===== src/rtl/rfu_pkg.sv =====
`timescale 1ns / 1ps
package rfu_pkg;

  localparam int CFG_INDEX_BITS = 4;
  localparam int CFG_DATA_BITS  = 17;

  localparam logic [CFG_INDEX_BITS-1:0] CFG_TIMESTAMP_STEP = 4'd0;
  localparam logic [CFG_INDEX_BITS-1:0] CFG_MAX_PAYLOAD    = 4'd1;

  localparam logic [16:0] TIMESTAMP_STEP_RESET = 17'd3600;
  localparam logic [10:0] MAX_PAYLOAD_RESET    = 11'd1400;
  localparam logic [10:0] PAYLOAD_MIN          = 11'd1024;
  localparam logic [10:0] PAYLOAD_MAX          = 11'd1400;

  localparam logic [4:0]  FU_A_TYPE            = 5'd28;
  localparam logic [10:0] SINGLE_OVERHEAD      = 11'd13;  // RTP header plus NAL header
  localparam logic [10:0] FU_OVERHEAD          = 11'd14;  // RTP header plus FU bytes

  localparam int FRAG_IDX_BITS = 6;  // up to 64 fragments per NAL unit

  // Per-NAL job handed from the front to the back.
  typedef struct packed {
    logic [7:0]  hdr;
    logic        single;
    logic [10:0] max_pay;
    logic [31:0] ts;
  } job_ctl_t;

  // One packet descriptor on the result side.
  typedef struct packed {
    logic [15:0] seq_number;
    logic [31:0] timestamp;
    logic        marker;
    logic        fragmented;
    logic [7:0]  lead_byte;
    logic [7:0]  fu_hdr;
    logic [15:0] payload_offset;
    logic [10:0] payload_length;
    logic [10:0] packet_bytes;
    logic        last;
  } pkt_t;

  typedef enum logic [0:0] {
    BK_IDLE,
    BK_FRAG
  } back_state_t;

endpackage


===== src/rtl/rtp_h264_fua_packetizer.sv =====
`timescale 1ns / 1ps
// RTP packetizer for H.264 NAL unit descriptors (single-NAL and FU-A packets).
// Input channel: the user presents a NAL header byte and a NAL length and
// raises in_push; the request is taken at a clock edge where in_full is low.
// Result channel: while out_empty is low the oldest packet descriptor sits
// on the out_ ports; raising out_pop takes it at the next edge.
// Configuration: cfg_valid with cfg_index 0 writes the timestamp step and
// index 1 writes the fragment payload size; cfg_ready is always high. Write
// registers only while no request is in flight.
// The front stage stamps each request with its timestamp and classifies it
// as single or fragmented, then places it in a two-entry job queue, so up to
// two requests may be taken while the back stage is busy.
// The back stage emits one descriptor per cycle from its output register
// while that register is free or being popped: a single packet is emitted
// directly; a fragmented NAL with n fragments (n up to 64) first loads its
// fragment registers, then emits one fragment per cycle. A packet reaches
// the out_ ports from the job queue through the output register.
// A stalled receiver holds the output register; the back stage waits and
// the queue fills, after which in_full rises. Reset clears the sequence
// number and timestamp to zero and restores both configuration registers.
module rtp_h264_fua_packetizer import rfu_pkg::*; #(
  parameter int NAL_LENGTH_BITS = 16
) (
  input  logic                       clk,
  input  logic                       rst_n,
  // Configuration write channel
  input  logic                       cfg_valid,
  output logic                       cfg_ready,
  input  logic [CFG_INDEX_BITS-1:0]  cfg_index,
  input  logic [CFG_DATA_BITS-1:0]   cfg_data,
  // Request side
  input  logic                       in_push,
  output logic                       in_full,
  input  logic [7:0]                 in_nal_header,
  input  logic [NAL_LENGTH_BITS-1:0] in_nal_length,
  // Result side
  output logic                       out_empty,
  input  logic                       out_pop,
  output logic [15:0]                out_seq_number,
  output logic [31:0]                out_timestamp,
  output logic                       out_marker,
  output logic                       out_fragmented,
  output logic [7:0]                 out_lead_byte,
  output logic [7:0]                 out_fu_hdr,
  output logic [15:0]                out_payload_offset,
  output logic [10:0]                out_payload_length,
  output logic [10:0]                out_packet_bytes,
  output logic                       out_last
);

  localparam int JOB_WIDTH = $bits(job_ctl_t) + NAL_LENGTH_BITS;

  logic                       q_push;
  logic                       q_full;
  logic                       q_valid;
  logic                       q_pop;
  job_ctl_t                   push_ctl;
  logic [NAL_LENGTH_BITS-1:0] push_pay;
  job_ctl_t                   head_ctl;
  logic [NAL_LENGTH_BITS-1:0] head_pay;
  logic [JOB_WIDTH-1:0]       head_data;
  logic                       out_valid;
  pkt_t                       out_pkt;

  // The configuration registers accept a write in every cycle.
  assign cfg_ready = 1'b1;
  assign in_full   = q_full;

  rfu_front #(
    .NAL_LENGTH_BITS(NAL_LENGTH_BITS)
  ) u_front (
    .clk           (clk),
    .rst_n         (rst_n),
    .cfg_valid     (cfg_valid),
    .cfg_index     (cfg_index),
    .cfg_data      (cfg_data),
    .in_push       (in_push),
    .in_nal_header (in_nal_header),
    .in_nal_length (in_nal_length),
    .q_full        (q_full),
    .q_push        (q_push),
    .q_ctl         (push_ctl),
    .q_pay         (push_pay)
  );

  rfu_job_queue #(
    .WIDTH(JOB_WIDTH)
  ) u_queue (
    .clk       (clk),
    .rst_n     (rst_n),
    .push      (q_push),
    .push_data ({push_ctl, push_pay}),
    .full      (q_full),
    .pop       (q_pop),
    .valid     (q_valid),
    .head_data (head_data)
  );

  assign head_ctl = head_data[JOB_WIDTH-1:NAL_LENGTH_BITS];
  assign head_pay = head_data[NAL_LENGTH_BITS-1:0];

  rfu_back #(
    .NAL_LENGTH_BITS(NAL_LENGTH_BITS)
  ) u_back (
    .clk       (clk),
    .rst_n     (rst_n),
    .job_valid (q_valid),
    .job_ctl   (head_ctl),
    .job_pay   (head_pay),
    .job_pop   (q_pop),
    .out_pop   (out_pop),
    .out_valid (out_valid),
    .out_pkt   (out_pkt)
  );

  assign out_empty          = !out_valid;
  assign out_seq_number     = out_pkt.seq_number;
  assign out_timestamp      = out_pkt.timestamp;
  assign out_marker         = out_pkt.marker;
  assign out_fragmented     = out_pkt.fragmented;
  assign out_lead_byte      = out_pkt.lead_byte;
  assign out_fu_hdr         = out_pkt.fu_hdr;
  assign out_payload_offset = out_pkt.payload_offset;
  assign out_payload_length = out_pkt.payload_length;
  assign out_packet_bytes   = out_pkt.packet_bytes;
  assign out_last           = out_pkt.last;

  // The back stage must never take a job from an empty queue.
  a_pop_needs_job: assert property (@(posedge clk) disable iff (!rst_n)
    q_pop |-> q_valid)
    else $error("job queue popped while empty");

  // The marker bit and the last flag agree on every packet.
  a_marker_is_last: assert property (@(posedge clk) disable iff (!rst_n)
    !out_empty |-> (out_marker == out_last))
    else $error("marker and last disagree");

  // A single-NAL packet is always the only packet of its NAL unit.
  a_single_is_last: assert property (@(posedge clk) disable iff (!rst_n)
    (!out_empty && !out_fragmented) |-> (out_last && out_fu_hdr == 8'd0))
    else $error("single packet not closing its NAL unit");

  // A fragment never carries start and end together and keeps R clear.
  a_fu_hdr_bits: assert property (@(posedge clk) disable iff (!rst_n)
    (!out_empty && out_fragmented) |->
      (!out_fu_hdr[5] && !(out_fu_hdr[7] && out_fu_hdr[6])))
    else $error("malformed FU header");

endmodule


===== src/rtl/rfu_front.sv =====
`timescale 1ns / 1ps
module rfu_front import rfu_pkg::*; #(
  parameter int NAL_LENGTH_BITS = 16
) (
  input  logic                       clk,
  input  logic                       rst_n,
  input  logic                       cfg_valid,
  input  logic [CFG_INDEX_BITS-1:0]  cfg_index,
  input  logic [CFG_DATA_BITS-1:0]   cfg_data,
  input  logic                       in_push,
  input  logic [7:0]                 in_nal_header,
  input  logic [NAL_LENGTH_BITS-1:0] in_nal_length,
  input  logic                       q_full,
  output logic                       q_push,
  output job_ctl_t                   q_ctl,
  output logic [NAL_LENGTH_BITS-1:0] q_pay
);

  logic [16:0] ts_step_r;
  logic [10:0] max_pay_r;
  logic [31:0] ts_r;
  logic [31:0] ts_nxt;
  logic [10:0] max_pay_eff;
  logic [NAL_LENGTH_BITS-1:0] len_eff;

  always_comb begin
    if (max_pay_r < PAYLOAD_MIN) begin
      max_pay_eff = PAYLOAD_MIN;
    end else if (max_pay_r > PAYLOAD_MAX) begin
      max_pay_eff = PAYLOAD_MAX;
    end else begin
      max_pay_eff = max_pay_r;
    end
  end

  // A zero length is taken as a NAL unit of one byte.
  assign len_eff = (in_nal_length == '0) ? NAL_LENGTH_BITS'(1) : in_nal_length;
  assign ts_nxt  = ts_r + 32'(ts_step_r);
  assign q_push  = in_push && !q_full;

  always_comb begin
    q_ctl.hdr     = in_nal_header;
    q_ctl.single  = (len_eff <= NAL_LENGTH_BITS'(max_pay_eff));
    q_ctl.max_pay = max_pay_eff;
    q_ctl.ts      = ts_nxt;
    q_pay         = len_eff - NAL_LENGTH_BITS'(1);
  end

  always_ff @(posedge clk) begin
    if (!rst_n) begin
      ts_step_r <= TIMESTAMP_STEP_RESET;
      max_pay_r <= MAX_PAYLOAD_RESET;
      ts_r      <= '0;
    end else begin
      if (cfg_valid && cfg_index == CFG_TIMESTAMP_STEP) begin
        ts_step_r <= cfg_data;
      end
      if (cfg_valid && cfg_index == CFG_MAX_PAYLOAD) begin
        max_pay_r <= cfg_data[10:0];
      end
      if (q_push) begin
        ts_r <= ts_nxt;
      end
    end
  end

endmodule


===== src/rtl/rfu_job_queue.sv =====
`timescale 1ns / 1ps
module rfu_job_queue #(
  parameter int WIDTH = 64
) (
  input  logic             clk,
  input  logic             rst_n,
  input  logic             push,
  input  logic [WIDTH-1:0] push_data,
  output logic             full,
  input  logic             pop,
  output logic             valid,
  output logic [WIDTH-1:0] head_data
);

  logic [WIDTH-1:0] mem_r [2];
  logic             wr_ptr_r;
  logic             rd_ptr_r;
  logic [1:0]       count_r;

  assign full      = (count_r == 2'd2);
  assign valid     = (count_r != 2'd0);
  assign head_data = mem_r[rd_ptr_r];

  always_ff @(posedge clk) begin
    if (push) begin
      mem_r[wr_ptr_r] <= push_data;
    end
  end

  always_ff @(posedge clk) begin
    if (!rst_n) begin
      wr_ptr_r <= 1'b0;
      rd_ptr_r <= 1'b0;
      count_r  <= 2'd0;
    end else begin
      if (push) begin
        wr_ptr_r <= ~wr_ptr_r;
      end
      if (pop) begin
        rd_ptr_r <= ~rd_ptr_r;
      end
      if (push && !pop) begin
        count_r <= count_r + 2'd1;
      end else if (pop && !push) begin
        count_r <= count_r - 2'd1;
      end
    end
  end

endmodule


===== src/rtl/rfu_back.sv =====
`timescale 1ns / 1ps
module rfu_back import rfu_pkg::*; #(
  parameter int NAL_LENGTH_BITS = 16
) (
  input  logic                       clk,
  input  logic                       rst_n,
  input  logic                       job_valid,
  input  job_ctl_t                   job_ctl,
  input  logic [NAL_LENGTH_BITS-1:0] job_pay,
  output logic                       job_pop,
  input  logic                       out_pop,
  output logic                       out_valid,
  output pkt_t                       out_pkt
);

  back_state_t state_r, state_nxt;

  logic [7:0]                 hdr_r;
  logic [10:0]                max_pay_r;
  logic [31:0]                ts_r;
  logic [NAL_LENGTH_BITS-1:0] rem_r;
  logic [15:0]                off_r;
  logic [FRAG_IDX_BITS-1:0]   idx_r;
  logic [15:0]                seq_r;
  logic                       out_valid_r;
  pkt_t                       pkt_r;

  logic       slot_free;
  logic       rem_fits;
  logic       frag_last;
  logic [10:0] frag_len;
  logic       load;
  logic       emit;
  pkt_t       pkt_nxt;

  assign slot_free = !out_valid_r || out_pop;
  assign rem_fits  = (rem_r <= NAL_LENGTH_BITS'(max_pay_r));
  // The first fragment is never the last, so S and E never meet; the
  // 64th fragment closes the NAL unit whatever remains.
  assign frag_last = ((idx_r != '0) && rem_fits) || (idx_r == '1);
  assign frag_len  = (frag_last && rem_fits) ? rem_r[10:0] : max_pay_r;

  always_comb begin
    state_nxt = state_r;
    unique case (state_r)
      BK_IDLE: begin
        if (job_valid && !job_ctl.single) begin
          state_nxt = BK_FRAG;
        end
      end
      BK_FRAG: begin
        if (slot_free && frag_last) begin
          state_nxt = BK_IDLE;
        end
      end
      default: state_nxt = BK_IDLE;
    endcase
  end

  always_comb begin
    job_pop = 1'b0;
    load    = 1'b0;
    emit    = 1'b0;
    pkt_nxt = '0;
    pkt_nxt.seq_number = seq_r;
    unique case (state_r)
      BK_IDLE: begin
        if (job_valid && !job_ctl.single) begin
          job_pop = 1'b1;
          load    = 1'b1;
        end else if (job_valid && slot_free) begin
          job_pop                = 1'b1;
          emit                   = 1'b1;
          pkt_nxt.timestamp      = job_ctl.ts;
          pkt_nxt.marker         = 1'b1;
          pkt_nxt.fragmented     = 1'b0;
          pkt_nxt.lead_byte      = job_ctl.hdr;
          pkt_nxt.fu_hdr         = 8'd0;
          pkt_nxt.payload_offset = 16'd1;
          pkt_nxt.payload_length = job_pay[10:0];
          pkt_nxt.packet_bytes   = SINGLE_OVERHEAD + job_pay[10:0];
          pkt_nxt.last           = 1'b1;
        end
      end
      BK_FRAG: begin
        if (slot_free) begin
          emit                   = 1'b1;
          pkt_nxt.timestamp      = ts_r;
          pkt_nxt.marker         = frag_last;
          pkt_nxt.fragmented     = 1'b1;
          pkt_nxt.lead_byte      = {hdr_r[7:5], FU_A_TYPE};
          pkt_nxt.fu_hdr         = {(idx_r == '0), frag_last, 1'b0, hdr_r[4:0]};
          pkt_nxt.payload_offset = off_r;
          pkt_nxt.payload_length = frag_len;
          pkt_nxt.packet_bytes   = FU_OVERHEAD + frag_len;
          pkt_nxt.last           = frag_last;
        end
      end
      default: begin
      end
    endcase
  end

  always_ff @(posedge clk) begin
    if (load) begin
      hdr_r     <= job_ctl.hdr;
      max_pay_r <= job_ctl.max_pay;
      ts_r      <= job_ctl.ts;
      rem_r     <= job_pay;
      off_r     <= 16'd1;
      idx_r     <= '0;
    end else if (emit && state_r == BK_FRAG) begin
      rem_r <= rem_r - NAL_LENGTH_BITS'(max_pay_r);
      off_r <= off_r + 16'(max_pay_r);
      idx_r <= idx_r + FRAG_IDX_BITS'(1);
    end
    if (emit) begin
      pkt_r <= pkt_nxt;
    end
  end

  always_ff @(posedge clk) begin
    if (!rst_n) begin
      state_r     <= BK_IDLE;
      seq_r       <= '0;
      out_valid_r <= 1'b0;
    end else begin
      state_r <= state_nxt;
      if (emit) begin
        seq_r       <= seq_r + 16'd1;
        out_valid_r <= 1'b1;
      end else if (out_pop) begin
        out_valid_r <= 1'b0;
      end
    end
  end

  assign out_valid = out_valid_r;
  assign out_pkt   = pkt_r;

endmodule

===== config.mk =====
export PLATFORM = sky130hd
export DESIGN_NAME = rtp_h264_fua_packetizer
export DESIGN_NICKNAME = d
export VERILOG_FILES = /design/src/rtl/rfu_pkg.sv /design/src/rtl/rtp_h264_fua_packetizer.sv /design/src/rtl/rfu_front.sv /design/src/rtl/rfu_job_queue.sv /design/src/rtl/rfu_back.sv
export SDC_FILE = /design/constraint.sdc
export NUM_CORES = 1
export LEC_CHECK = 0
export ABC_AREA = 1
export BUFFER_PORTS_ARGS = -buffer_cell sky130_fd_sc_hd__buf_2
export CAP_MARGIN = 20
export CORE_ASPECT_RATIO = 0.75
export CORE_MARGIN = 2
export CORE_UTILIZATION = 30
export CTS_CLUSTER_DIAMETER = 100
export CTS_CLUSTER_SIZE = 40
export DETAILED_ROUTE_END_ITERATION = 8
export PLACE_DENSITY = 0.54
export SETUP_SLACK_MARGIN = 0.2
export SYNTH_ARGS = -nofsm -noshare
export SYNTH_HDL_FRONTEND = slang
export SYNTH_HIERARCHICAL = 1
export SYNTH_SLANG_ARGS = --single-unit

===== constraint.sdc =====
create_clock -name clk -period 9.9 [get_ports clk]
set_input_delay 1.485 -clock clk [delete_from_list [all_inputs] [get_ports clk]]
set_output_delay 1.485 -clock clk [all_outputs]
set_load 0.03 [all_outputs]

==> results.toml <==
[floorplanning]
ios = 158
fp.dieW_um = 299
start_util_pct = 30.1
rows = 81
dieArea_sq_um = 67200
die_height_um = 225
coreArea_sq_um = 64900

[layout]
fillerInstances = 6578
drive_gt1_share_pct = 15.4
seqCellArea_sq_um = 11300
final_net_count = 2161
area_growth_pct = 11.3
multi_input_area_sq_um = 6850

[pwr]
power_frac_comb_pct = 39.4
p_seq_share_pct = 45.3
power.density_nw_per_um2 = 283
switching_share_pct = 41.1
intPower_mw = 3.63
p_sw_mw = 2.53
p_total_mw = 6.16
pwr-share-clk_pct = 15.3
ir_worst_vdd_uv = 130
p_leak_nw = 9.16

[synth]
yosysMostFrequentCell = "nand2_1"
async_flop_share_pct = 0
yosys-top-cells-count = "nand2_1 (356), edfxtp_1 (306), inv_1 (262)"
yosys.area.top_type = "edfxtp_1"
synth_area_leaders = "edfxtp_1 (47%), dfxtp_1 (11%), nand2_1 (6.8%), inv_1 (5.0%), ha_1 (3.6%)"
synth_edf_count = 306
syn_area_sq_um = 19500
synthDominantCellAreaShare_pct = 47.0
ys.flop_type = "edfxtp_1"
synth.avg_cell_area_sq_um = 10.1
synth.ff_latch_count = 411
ys_types = 57
synthCells = 1932
yosysWarnings = 6
ys_seq_area_share_pct = 57.8

[detailed_routing]
via_count = 13600
antenna_left = 0
drc = 0
routed_wl_um = 48200
drtIter0Drc = 1031
detail_route.first_pass.iterations = 5
wl_per_cell_um = 16.4
vias_per_cell = 4.63

[run_status]
outcome = "finished, final reports clean"

[flow_run]
cap_violations = 0

[worst_hold_path]
worstHoldPathType = "reg -> reg"
min_path_cells = 1

[critical_path]
crit_path_end_kind = "flip-flop"
path_delay_family = "simple AND/OR/NAND/NOR gates"
critical_path_required_ns = 10.08
r2r_cells = 21
path_cells = "buf_2, nor2_1, nor2_2, nand3_2, nand2_4, buf_4"
crit_cells = 6
cp_max_fo = 78
max_stage_delay_ns = 0.84
crit_slowest_cell = "buf_4"
path_class = "in -> reg"
critPathLaunchType = "input pin"
cp_num_buf_inv = 2
arrival_ns = 3.76

[clocking]
clkTransAtPathRegs_ns = 0.14
cts_tree = "built"
cts_max_level = 1
cts.sinks = 411
cts_setup_buffers = 0
clk_latency_ns = 0.55
cts_hold_buf = 0
cts_root_buf = "clkbuf_16"
cts_buffer_depth = 3
cts_resized = 0
numCtsBuffers = 17

[timing]
hold_violations = 0
max_freq_ghz = 0.279
min_period_ns = 3.58
tns_ns = 0
tightestPinTransition_ns = 1.08
fin_worst_skew_ns = 0.0335
rsz0062_at_grt = "false"
period_share_pct = 36.2
slew_headroom_pct = 27.7
slew_viol_final = 0
setup_viol = 0

[global_route]
grt_overflow = 0
grt_max_degree = 79
grt_first_pass_wirelength_um = 74400
first_global_vias = 13000
grt_usage_pct = 14.1
antenna_found_initial = 11

[placement]
hpwl_um = 35000
port_buffers = 155
gp_congestion = 0.857
==> final cells by class <==
class	instances	area share, %
clock inverter	11	0.799
timing repair buffer	168	4.12
sequential	411	51.9
clock buffer	18	1.97
multi-input combinational	1185	31.5
tap	871	5.01
inverter	268	4.62
antenna	4	0.0460
==> power groups by stage <==
stage / Clock [mW] / Combinational (mW) / Sequential, mW
final: 0.945 / 2.42 / 2.79
after global routing: 1.03 / 2.68 / 2.84
after CTS: 0.982 / 2.43 / 2.80
after detailed placement: 0 / 2.42 / 2.84
after global placement: 0 / 2.39 / 2.83
after floorplan: 0 / 1.36 / 3.15
==> kinds of logic after synthesis <==
family / Yosys count / synth area share [%]
fa+ha+maj: 60 / 3.96
xor+xnor: 45 / 2.02
buf+inv: 338 / 7.31
other cells: 4 / 0.0768
mux: 68 / 4.30
flops: 411 / 57.8
compound gates: 271 / 8.10
simple gates: 735 / 16.5
==> registers in the layout, indices dropped and copies added, names as in the netlist, named ones only <==
signal / cells
u_back/state_r: 1
u_queue/count_r: 2
u_back/idx_r: 6
u_front/ts_step_r: 17
u_back/out_valid: 1
u_back/max_pay_r: 11
u_queue/rd_ptr_r: 1
u_front/ts_r: 32
u_back/rem_r: 16
u_front/max_pay_r: 11
u_queue/mem_r: 136
u_back/seq_r: 16
u_back/out_pkt: 103
u_back/hdr_r: 8
u_back/off_r: 16
u_back/ts_r: 32
u_queue/wr_ptr_r: 1
==> cells in the final DEF (no fill, tap or decap), types with 12 or more instances in the layout <==
master / synthesis / layout
xor2_1: 33 / 33
nor2_1: 181 / 179
edfxtp_1: 306 / 306
o21ai_0: 93 / 93
clkbuf_16: 0 / 17
dfxtp_1: 105 / 104
nand3_1: 92 / 92
nand2_1: 356 / 354
mux2_2: 48 / 48
mux2_4: 20 / 20
o22ai_1: 14 / 14
buf_2: 10 / 155
nand4_1: 23 / 23
xnor2_1: 12 / 12
ha_1: 57 / 57
a21oi_1: 95 / 95
nor3_1: 29 / 29
inv_1: 262 / 259
a22o_1: 36 / 36
==> metrics by stage <==
stage / setup WS [ns] / area (sq um) / hold slack, ns / util [%] / cells
2_1_floorplan: 4.56 / 19600 / 0.423 / - / 1934
3_3_place_gp: 5.77 / 21100 / 0.435 / 32.5 / 2901
3_5_place_dp: 5.72 / 21100 / 0.455 / 32.5 / 2901
4_1_cts: 6.32 / 21700 / 0.475 / 33.5 / 2930
5_1_grt: 6.15 / 21700 / 0.494 / 33.5 / 2934
6_report: 6.32 / 21800 / 0.480 / 33.5 / 2936
==> routing by layer <==
layer  up-vias  wire length [um]  global-route usage (%)
li1       6731                 -                       -
met1      6458             24900                    21.5
met2       337             19600                    20.9
met3        48              2870                    2.46
met4        16               752                    2.35
met5         -                96                       0
==> path summary, 6_finish.rpt <==
path	from	endpoint	slack, ns
max	out_pop	u_back/out_pkt[10]	6.32
max reg2reg	u_back/max_pay_r[0]	u_back/out_pkt[10]	6.37
min reg2reg	u_back/idx_r[5]	u_back/idx_r[5]	0.48
min	u_back/idx_r[5]	u_back/idx_r[5]	0.48
No activity file was read; power rests on OpenSTA's default activity.
